$ cat config.mk
export PLATFORM = sky130hd
export DESIGN_NAME = decimal_string_to_bcd_float
export DESIGN_NICKNAME = d
export VERILOG_FILES = /design/src/design/dsbf_pkg.sv /design/src/design/dsbf_step.sv /design/src/design/decimal_string_to_bcd_float.sv
export SDC_FILE = /design/constraint.sdc
export NUM_CORES = 1
export LEC_CHECK = 0
export BUFFER_PORTS_ARGS = -buffer_cell sky130_fd_sc_hd__buf_2
export CAP_MARGIN = 20
export CORE_ASPECT_RATIO = 0.9
export CORE_MARGIN = 10
export CORE_UTILIZATION = 35
export CTS_BUF_LIST = sky130_fd_sc_hd__clkbuf_8
export DETAILED_ROUTE_END_ITERATION = 12
export PLACE_DENSITY = 0.59
export SLEW_MARGIN = 20
export SYNTH_ARGS = -nofsm -noshare
export SYNTH_HDL_FRONTEND = slang
export SYNTH_HIERARCHICAL = 1
export SYNTH_SLANG_ARGS = --single-unit
$ cat constraint.sdc
create_clock -name clk -period 8.96 [get_ports clk]
set_clock_uncertainty 0.05 [all_clocks]
set_input_delay 1.344 -clock clk [delete_from_list [all_inputs] [get_ports clk]]
set_output_delay 1.344 -clock clk [all_outputs]
set_load 0.1 [all_outputs]
$ cat src/design/dsbf_pkg.sv
// Shared types and constants of the decimal string to BCD float parser.
`default_nettype none

package dsbf_pkg;

    typedef enum logic [1:0] {
        EXP_NONE = 2'd0,
        EXP_POS  = 2'd1,
        EXP_NEG  = 2'd2
    } exp_mode_t;

    localparam logic [7:0]  CHAR_MINUS = 8'h2D;
    localparam logic [7:0]  CHAR_POINT = 8'h2E;
    localparam logic [7:0]  CHAR_EXP   = 8'h45;
    localparam logic [7:0]  CHAR_ZERO  = 8'h30;
    localparam logic [7:0]  CHAR_NINE  = 8'h39;

    localparam logic [14:0] EXP_LIMIT  = 15'd32767;
    localparam logic signed [8:0] POS_NONE = -9'sd1;

    typedef struct packed {
        logic                sign_flag;
        exp_mode_t           exp_mode;
        logic [14:0]         exp_accum;
        logic [7:0]          char_pos;
        logic signed [8:0]   point_pos;
        logic signed [8:0]   lead_pos;
        logic [4:0]          stored_digits;
        logic [63:0]         digit_store;
    } dsbf_state_t;

    localparam dsbf_state_t STATE_RESET = '{
        sign_flag:     1'b0,
        exp_mode:      EXP_NONE,
        exp_accum:     15'd0,
        char_pos:      8'd0,
        point_pos:     POS_NONE,
        lead_pos:      POS_NONE,
        stored_digits: 5'd0,
        digit_store:   64'd0
    };

endpackage

`default_nettype wire

$ cat src/design/dsbf_step.sv
// Parser state update for one character of the numeral.
`default_nettype none

module dsbf_step #(
    parameter int DIGITS    = 16,
    parameter int MAX_CHARS = 255
) (
    input  dsbf_pkg::dsbf_state_t state,
    input  logic [7:0]            character,
    output dsbf_pkg::dsbf_state_t state_next
);

    localparam logic [4:0] DIGIT_SLOTS = 5'(DIGITS);
    localparam logic [7:0] POS_LIMIT   = 8'(MAX_CHARS);

    logic [3:0]  digit;
    logic [5:0]  shift;
    logic [18:0] exp_prod;
    logic        put;

    always_comb
    begin
        state_next = state;
        digit      = character[3:0];
        shift      = 6'd60 - {state.stored_digits[3:0], 2'b00};
        exp_prod   = {1'b0, state.exp_accum, 3'b000} + {3'b000, state.exp_accum, 1'b0}
                     + {15'd0, digit};
        put        = 1'b0;

        if (state.stored_digits < DIGIT_SLOTS && state.char_pos < POS_LIMIT)
        begin
            state_next.char_pos = state.char_pos + 8'd1;
            if (character == dsbf_pkg::CHAR_MINUS)
            begin
                if (state.exp_mode != dsbf_pkg::EXP_NONE)
                    state_next.exp_mode = dsbf_pkg::EXP_NEG;
                else
                    state_next.sign_flag = 1'b1;
            end
            else if (character == dsbf_pkg::CHAR_POINT)
            begin
                if (state.point_pos == dsbf_pkg::POS_NONE)
                    state_next.point_pos = $signed({1'b0, state.char_pos});
            end
            else if (character == dsbf_pkg::CHAR_EXP)
            begin
                state_next.exp_mode = dsbf_pkg::EXP_POS;
            end
            else if (character >= dsbf_pkg::CHAR_ZERO && character <= dsbf_pkg::CHAR_NINE)
            begin
                if (state.exp_mode != dsbf_pkg::EXP_NONE)
                begin
                    if (exp_prod > {4'd0, dsbf_pkg::EXP_LIMIT})
                        state_next.exp_accum = dsbf_pkg::EXP_LIMIT;
                    else
                        state_next.exp_accum = exp_prod[14:0];
                end
                else if (state.lead_pos == dsbf_pkg::POS_NONE)
                begin
                    if (digit != 4'd0)
                    begin
                        state_next.lead_pos = $signed({1'b0, state.char_pos});
                        put = 1'b1;
                    end
                end
                else
                begin
                    put = 1'b1;
                end
            end
        end

        if (put)
        begin
            state_next.digit_store   = state.digit_store | ({60'd0, digit} << shift);
            state_next.stored_digits = state.stored_digits + 5'd1;
        end
    end

endmodule

`default_nettype wire

$ cat src/design/decimal_string_to_bcd_float.sv
// Top level of the streaming decimal numeral to BCD scientific number parser.
//
// Input channel: one ASCII character per transfer (in_valid, in_stall,
// character, final_char). A transfer with final_char set ends the numeral.
// Output channel: one result per numeral (out_valid, out_stall, negative,
// exponent, significand, digit_total), given after the final character.
// Throughput: one character per cycle, including across numerals, while the
// result register can take a result. The result of a final character passes
// through the input register, which holds it while the parse and exponent logic
// feed the result register.
// The result register lets the next characters enter while a result waits.
// A stalled result holds; once a second final character is parsed and the
// result register is still full, in_stall rises until the receiver takes it.
// Reset (rst_n low, asynchronous) empties both registers and returns the
// parser to its start state, ready for a new numeral.
`default_nettype none

module decimal_string_to_bcd_float #(
    parameter int DIGITS    = 16,
    parameter int MAX_CHARS = 255
) (
    input  logic               clk,
    input  logic               rst_n,
    input  logic               in_valid,
    output logic               in_stall,
    input  logic [7:0]         character,
    input  logic               final_char,
    output logic               out_valid,
    input  logic               out_stall,
    output logic               negative,
    output logic signed [15:0] exponent,
    output logic [63:0]        significand,
    output logic [4:0]         digit_total
);

    logic                  in_valid_reg;
    logic [7:0]            char_reg;
    logic                  final_reg;
    dsbf_pkg::dsbf_state_t state_reg;
    dsbf_pkg::dsbf_state_t step_next;

    logic                  out_valid_reg;
    logic                  negative_reg;
    logic signed [15:0]    exponent_reg;
    logic [63:0]           significand_reg;
    logic [4:0]            digit_total_reg;

    logic                  out_free;
    logic                  advance;
    logic                  load;

    logic signed [9:0]     pos_p;
    logic signed [9:0]     pos_l;
    logic signed [9:0]     base;
    logic signed [16:0]    exp_sum;
    logic signed [15:0]    exponent_next;

    dsbf_step #(
        .DIGITS    (DIGITS),
        .MAX_CHARS (MAX_CHARS)
    ) u_step (
        .state      (state_reg),
        .character  (char_reg),
        .state_next (step_next)
    );

    assign out_free = !out_valid_reg || !out_stall;
    assign advance  = in_valid_reg && (!final_reg || out_free);
    assign in_stall = in_valid_reg && !advance;
    assign load     = in_valid && !in_stall;

    always_comb
    begin
        pos_p = {step_next.point_pos[8], step_next.point_pos};
        pos_l = {step_next.lead_pos[8], step_next.lead_pos};
        if (step_next.sign_flag)
        begin
            if (pos_p != -10'sd1)
                pos_p = pos_p - 10'sd1;
            if (pos_l != -10'sd1)
                pos_l = pos_l - 10'sd1;
        end

        if (pos_p == -10'sd1)
            base = $signed({5'd0, step_next.stored_digits}) - 10'sd1;
        else if (pos_p > pos_l)
            base = pos_p - pos_l - 10'sd1;
        else
            base = pos_p - pos_l;

        exp_sum = {{7{base[9]}}, base};
        case (step_next.exp_mode)
            dsbf_pkg::EXP_POS: exp_sum = exp_sum + $signed({2'b00, step_next.exp_accum});
            dsbf_pkg::EXP_NEG: exp_sum = exp_sum - $signed({2'b00, step_next.exp_accum});
            default:           exp_sum = exp_sum;
        endcase

        if (exp_sum > 17'sd32767)
            exponent_next = 16'sd32767;
        else if (exp_sum < -17'sd32767)
            exponent_next = -16'sd32767;
        else
            exponent_next = exp_sum[15:0];
    end

    always_ff @(posedge clk or negedge rst_n)
    begin
        if (!rst_n)
        begin
            in_valid_reg <= 1'b0;
        end
        else if (load)
        begin
            in_valid_reg <= 1'b1;
        end
        else if (advance)
        begin
            in_valid_reg <= 1'b0;
        end
    end

    always_ff @(posedge clk)
    begin
        if (load)
        begin
            char_reg  <= character;
            final_reg <= final_char;
        end
    end

    always_ff @(posedge clk or negedge rst_n)
    begin
        if (!rst_n)
        begin
            state_reg <= dsbf_pkg::STATE_RESET;
        end
        else if (advance)
        begin
            state_reg <= final_reg ? dsbf_pkg::STATE_RESET : step_next;
        end
    end

    always_ff @(posedge clk or negedge rst_n)
    begin
        if (!rst_n)
        begin
            out_valid_reg <= 1'b0;
        end
        else if (advance && final_reg)
        begin
            out_valid_reg <= 1'b1;
        end
        else if (!out_stall)
        begin
            out_valid_reg <= 1'b0;
        end
    end

    always_ff @(posedge clk)
    begin
        if (advance && final_reg)
        begin
            negative_reg    <= (step_next.stored_digits != 5'd0) && step_next.sign_flag;
            exponent_reg    <= exponent_next;
            significand_reg <= step_next.digit_store;
            digit_total_reg <= step_next.stored_digits;
        end
    end

    assign out_valid   = out_valid_reg;
    assign negative    = negative_reg;
    assign exponent    = exponent_reg;
    assign significand = significand_reg;
    assign digit_total = digit_total_reg;

endmodule

`default_nettype wire

# After elaboration in Yosys (flattened, before gate mapping)
# Index checks and enable logic that the tools add are counted.
# op_classes
n_addsub	12
n_lt_le_gt_ge	8
n_eq_ne	11
n_shift	1
n_mux	43
n_bitwise	1
reduce_logical	21
# ops
op	count
two-way mux 113 bit	1
two-way mux 15 bit	5
two-way mux 9 bit	8
two-way mux 69 bit	1
OR 64 bit	1
left shift 4 x 6 -> 64 bit	1
two-way mux 10 bit	6
two-way mux 44 bit	1
case mux 17 bit (2 select lines)	1
subtractor 9 x 2 -> 10 bit, second input constant	2
adder 18 x 16 -> 19 bit	1
adder 19 x 4 -> 19 bit	1
greater-than comparator 19 x 15 -> 1 bit, second input constant	1
== test 9 x 1 -> 1 bit, second input constant	2
two-way mux 18 bit	1
!= test 9 x 1 -> 1 bit, second input constant	2
adder 10 x 16 -> 17 bit	1
greater-than comparator 17 x 16 -> 1 bit, second input constant	1
less-than comparator 17 x 16 -> 1 bit, second input constant	1
two-way mux 17 bit	1
subtractor 10 x 16 -> 17 bit	1
== test 8 x 6 -> 1 bit, second input constant	2
two-way mux 16 bit	1
two-way mux 1 bit	14
25 further kinds	40
# word_totals
reg_bits	210
in_bits	13
out_inout_bits	88
elab_cells	114

# Longest topological paths before layout
# Gate-level depths: netlist (run 1).
# depth
ltp_word	21
depth_mapped	40
mapped_depth_nobuf	37

# Modules after synthesis
# The synthesis (run 1) kept the hierarchy.
# modules_own_cells
mod	instances	cells_each	area_each_um2	seq_area_each_um2
decimal_string_to_bcd_float	1	855	10162.2	5753.0
dsbf_step	1	315	2406.1	0.0

# Least setup slack after synthesis (run 1)
# No wires, ideal clock.
# synth_path
path_kind	register to register
startpoint	register state_reg[87] (netlist bit)
endpoint	register exponent_reg[11], in the netlist exponent[11], data pin
setup_time_ns	0.265
arrival_time_ns	7.880
path_slack_ns	0.765
path_stages_with_launch	34
path_buffers	4
synth_period_minus_slack_ns	8.195
path_cell_list	dfrtp_1 ha_1 and3_4 a31oi_4 nand3_1 or3_1 clkbuf_1 mux2_1 ha_1 and4_1 a21boi_1 xnor2_1 ha_1 fa_1 nand4b_1 nor2_1 nand3_1 and2_1 buf_2 nor4b_4 and4_1 buf_4 mux2_2 nor2_1 ha_1 or2_2 a21oi_1 a31oi_1 a31oi_1 xnor2_1 a211o_1 a2bb2oi_2 buf_6 maj3_1
# synth_lines
item	line_no	text
start, declared	decimal_string_to_bcd_float.sv:39	dsbf_pkg::dsbf_state_t state_reg;
start signal, assigned	decimal_string_to_bcd_float.sv:135	state_reg <= dsbf_pkg::STATE_RESET;
start signal, assigned	decimal_string_to_bcd_float.sv:139	state_reg <= final_reg ? dsbf_pkg::STATE_RESET : step_next;
end signal, assigned	decimal_string_to_bcd_float.sv:164	exponent_reg <= exponent_next;
end, declared	decimal_string_to_bcd_float.sv:44	logic signed [15:0] exponent_reg;

==> impl_metrics.yaml, run 1 <==
synthesis:
  synth_cells: 1170
  async_flop_share_pct: 54.8
  ys_seq_area_share_pct: 45.8
  synth_edf_count: 95
  synth_cell_type_count: 85
  yosys_warnings: 6
  synth-main-ff-cell: "dfrtp_1"
  avgSynthCellArea_um2: 10.7
  ys_ff_latch: 210
  syn_nets: 1252
  synth.cell_area_um2: 12600
setup_path:
  path_buf_inv: 0
  crit_required_ps: 9300
  worst_setup_path_end_kind: "register"
  r2r_start: "state_reg[87]"
  cp-start-kind: "register"
  endpoint: "exponent[0]"
  cp.arrival_ps: 8840
  rr_endpoint: "exponent[0]"
  r2r_slack_ps: 460
  crit_cells: 31
  path_max_fanout: 9
  crit_slowest_cell: "or4_1"
  max_stage_delay_ps: 490
  crit_path_start: "state_reg[87]"
  path_delay_family: "simple AND/OR/NAND/NOR gates"
  r2r_cells: 31
  path_class: "reg2reg"
  crit_top_cell: "ha_1"
min_path:
  hold_class: "reg2reg"
timing:
  slew_violations: 0
  slew_headroom_pct: 28.4
  tightestPinTransition_ps: 1070
  fmax_mhz: 118
  period_share_pct: 94.8
  hold_violations: 0
  setup_viol: 0
  timing.final.crit_period_ps: 8500
grt:
  antenna_found_initial: 0
  first_global_vias: 9398
  grt_usage_pct: 14.7
  grt_overflow: 0
  grt_pass1_wl_mm: 52.3
  grt_start_max_net_pins: 96
floorplan:
  chipHeight_um: 200
  die_x_um: 220
  rows: 65
  io-pin-count: 101
  initial_core_util_pct: 35.7
  core-area_um2: 35200
  fp.dieArea_um2: 43900
finish:
  drive_above_1_share_pct: 18.3
  layout_common_cells: "buf_2 (99), dfrtp_1 (97), edfxtp_1 (95), a22o_1 (91), nor2_1 (79)"
  instances_no_fill: 1762
  n_antenna_cell: 0
  syn_to_final_growth_pct: 14.3
  mostFrequentLayoutCell: "buf_2"
  nFillCells: 3444
  largest_reg_flops: 113
  nets: 1347
place:
  dpl.cell_count: 1694
  io_buffers: 100
  dp_hpwl_mm: 23.3
  gp_congestion: 0.869
detailed_routing:
  firstDrtPassIters: 5
  wl_per_cell_um: 18.8
  drc_errors: 0
  first_iter_violations: 663
  wirelength_mm: 33.1
  ant_nets: 0
  vias: 9750
  vias_per_cell: 5.53
clock_tree:
  numCtsBuffers: 37
  cts_tree: "yes"
  clk_latency_ps: 570
  cts_sinks: 210
  clk_pin_slew_ps: 60
  htreeDepth: 2
  cts_root_buf: "clkbuf_8"
  clock_path_buffers: 3
power_and_ir_drop:
  vdd_drop_max_uv: 165
  p_per_area_nw_per_um2: 191
  power_leakage_nw: 5.96
  power_mw: 2.75
outcome:
  status: "finished, final reports clean"
flow_run:
  maxCapViolCount: 0
[report_power, final]
group | internal, mW | total, mW | switching [mW]
clock | 0.482 | 0.891 | 0.409
combinational | 0.243 | 0.782 | 0.539
sequential | 1.05 | 1.07 | 0.0208
[how the worst min path moves through the flow]
stage	slack (ps)	start	endpoint	depth (start not counted)
final	450	state_reg[50]	state_reg[50]	1
after global placement	430	state_reg[8]	state_reg[8]	1
after detailed placement	440	state_reg[36]	state_reg[36]	1
after global routing	460	state_reg[49]	state_reg[49]	1
after CTS	450	state_reg[42]	state_reg[42]	1
after floorplan	420	state_reg[0]	state_reg[0]	1
[cells in the mapped netlist (7+ instances only)]
cell type / instances / area (µm²)
dfstp_2: 18 / 473
xnor2_1: 52 / 455
a21o_1: 24 / 180
o22a_1: 28 / 245
o21ai_0: 32 / 160
o21bai_1: 68 / 510
clkbuf_1: 39 / 146
and2_1: 7 / 43.8
nand3_1: 23 / 115
ha_1: 65 / 813
and3_1: 8 / 50.1
a31oi_1: 18 / 113
xor2_1: 21 / 184
maj3_1: 7 / 70.1
mux2_1: 9 / 101
mux2i_1: 11 / 110
edfxtp_1: 95 / 2850
nand4_1: 18 / 113
nand2_1: 57 / 214
mux2_2: 11 / 124
nor2b_1: 7 / 43.8
nand2b_1: 14 / 87.6
nor3_1: 30 / 150
buf_1: 7 / 26.3
o21a_1: 12 / 90.1
dfrtp_1: 97 / 2430
a22o_1: 91 / 797
a21oi_1: 55 / 275
or3_1: 8 / 50.1
o31ai_1: 7 / 52.6
nor2_1: 79 / 297
inv_1: 36 / 135
[layout make-up]
class,instances,area (µm²),share of cell area (%)
Multi-Input combinational cell,868,6540,45.5
Clock buffer,44,606,4.22
Clock inverter,23,148,1.03
Sequential cell,210,5750,40.1
Timing Repair Buffer,112,593,4.13
Inverter,36,135,0.941
Tap cell,469,587,4.09
[per-layer routing]
layer	vias to the layer above	wire length (µm)	GRT usage (%)
met5	-	0	0
li1	4663	-	-
met4	0	599	3.67
met1	4758	16400	21.8
met3	54	2150	3.05
met2	275	13900	21.3
[stage by stage]
step	hold slack (ps)	instance area, µm²	TNS [ps]	worst slack [ps]	util [%]
finish	445	14400	0	463	40.8
global route	460	14400	-35.2	-35.2	40.8
CTS	453	14300	0	22.5	40.5
detailed placement	435	13500	0	122	38.4
global placement	431	13500	0	282	38.4
floorplan	417	12600	0	765	-
[what timing repair did]
| item | CTS | global route |
|---|---|---|
| buffers inserted | 0 | 1 |
| gates resized for setup | 0 | 21 |
| hold buffers | 0 | 0 |
| endpoints found under the setup margin | 0 | 16 |
| hold endpoints to repair | 0 | 0 |
[logic make-up (layout without fill, tap and decap cells)]
| logic type | after synthesis | in the layout | share of synthesized area (%) |
|---|---|---|---|
| flops | 210 | 210 | 45.8 |
| compound gates | 389 | 389 | 23.2 |
| mux | 32 | 32 | 2.85 |
| fa+ha+maj | 76 | 76 | 7.67 |
| buf+inv | 92 | 215 | 3.02 |
| simple gates | 298 | 298 | 12.5 |
| xor+xnor | 73 | 73 | 5.09 |
Power figures use the tool's default switching activity.
==> run 2, diff against run 1 <==
CORE_UTILIZATION = 60   (was 35)
PLACE_DENSITY = 0.88   (was 0.59)
==> impl_metrics.yaml, run 2 (synthesis results as in run 1) <==
finish:
  nFillCells: 1428
  layout_common_cells: "buf_2 (99), dfrtp_1 (97), edfxtp_1 (95), a22o_1 (91), nor2_1 (79)"
  n_antenna_cell: 0
  largest_reg_flops: 113
  multi_input_area_um2: 6550
  nets: 1345
  syn_to_final_growth_pct: 12.0
  seq_area_um2: 5750
  mostFrequentLayoutCell: "buf_2"
  drive_above_1_share_pct: 18.1
detailed_routing:
  wl_per_cell_um: 19.8
  wirelength_mm: 31.2
  firstDrtPassIters: 5
  first_iter_violations: 1088
  drc_errors: 0
  vias_per_cell: 6.34
  ant_nets: 0
  vias: 9993
floorplan:
  chipHeight_um: 157
  rows: 50
  fp.dieArea_um2: 27100
  core-area_um2: 20700
  die_x_um: 173
  initial_core_util_pct: 60.7
  io-pin-count: 101
place:
  gp_congestion: 0.962
  io_buffers: 100
  dp_hpwl_mm: 21.3
grt:
  grt_overflow: 0
  grt_pass1_wl_mm: 50.6
  first_global_vias: 9802
  antenna_found_initial: 0
  grt_start_max_net_pins: 96
  grt_usage_pct: 22.2
setup_path:
  path_class: "reg2reg"
  r2r_cells: 29
  crit_required_ps: 9260
  path_max_fanout: 9
  cp-start-kind: "register"
  max_stage_delay_ps: 550
  worst_setup_path_end_kind: "register"
  cp.arrival_ps: 8770
  crit_top_cell: "ha_1"
  crit_slowest_cell: "or4_1"
flow_run:
  maxCapViolCount: 0
clock_tree:
  clock_path_buffers: 3
  cts_hold_buf: 0
  htreeDepth: 2
  clk_latency_ps: 530
  cts_root_buf: "clkbuf_8"
  cts_tree: "yes"
  cts_sinks: 210
  numCtsBuffers: 35
  clk_pin_slew_ps: 60
min_path:
  hold_depth: 1
  hold_class: "reg2reg"
timing:
  period_share_pct: 94.6
  setup_viol: 0
  fin_hold_ws_ps: 452
  slew_headroom_pct: 31.0
  fmax_mhz: 118
  tightestPinTransition_ps: 1030
  timing.final.crit_period_ps: 8470
  slew_violations: 0
  hold_violations: 0
  tns_ps: 0
outcome:
  status: "finished, final reports clean"
power_and_ir_drop:
  power_leakage_nw: 5.91
  vdd_drop_max_uv: 187
  p_per_area_nw_per_um2: 192
-- run 2: cell count changes in the layout (fill, tap and decap cells not counted), sizes merged --
cell      delta
clkinvlp     +1
bufinv       +1
clkbuf       -6
clkinv       +4
inv          -3
-- run 2: what timing repair did --
action | 4_1_cts | 5_1_grt
setup buffers | 0 | 1
endpoints found under the setup margin | 0 | 16
gates resized for setup | 0 | 20
-- run 2: path summary, 6_finish.rpt --
path,start,endpoint,slack [ps]
min in group asynchronous,rst_n,state_reg[32],830
setup reg to reg,state_reg[87],exponent[0],490
setup / recovery,state_reg[87],exponent[0],490
hold / removal,state_reg[48],state_reg[48],450
max in group asynchronous,rst_n,in_valid_reg,6720
hold reg to reg,state_reg[48],state_reg[48],450
-- run 2: metal layers --
layer / vias up / part of all wire [%] / GRT usage (%) / wire length (µm)
li1: 4643 / - / - / -
met3: 60 / 8.3 / 4.72 / 2590
met4: 0 / 2.2 / 6.83 / 679
met5: - / 0 / 0 / 0
met2: 455 / 48 / 36.9 / 15000
met1: 4835 / 42 / 28.6 / 12900
-- run 2: report_power, final --
| group | switching [mW] | leakage, nW | total [mW] | internal, mW |
|---|---|---|---|---|
| registers | 0.0192 | 2.44 | 1.07 | 1.05 |
| clock network | 0.398 | 0.396 | 0.852 | 0.454 |
| logic | 0.536 | 3.08 | 0.774 | 0.238 |
-- run 2: per-stage QoR --
stage	total power [mW]	worst slack [ps]	area [µm²]	cells	util, %
2_1_floorplan	1.69	765	12600	1170	-
3_3_place_gp	1.81	423	13300	1511	64.1
3_5_place_dp	1.83	226	13300	1511	64.1
4_1_cts	2.68	156	14000	1575	67.5
5_1_grt	2.82	-15.7	14100	1576	68.0
6_report	2.70	486	14100	1576	68.0
-- run 2: critical path, delay by kind of cell (launching register included) --
kind / cells / cell delay, ps
AND/OR/NAND/NOR: 10 / 2920
flip-flops: 1 / 460
multiplexers: 3 / 930
XOR/XNOR: 1 / 180
AO/OA/AOI/OAI: 10 / 2390
buffers and inverters: 1 / 170
adder cells (fa/ha/maj): 4 / 1190
-- run 2: area by class of cell --
cell class,count,share of cell area (%)
Tap cell,286,2.54
Inverter,36,0.960
Sequential cell,210,40.9
Multi-Input combinational cell,868,46.5
Timing Repair Buffer,112,4.21
Clock inverter,26,1.23
Clock buffer,38,3.71
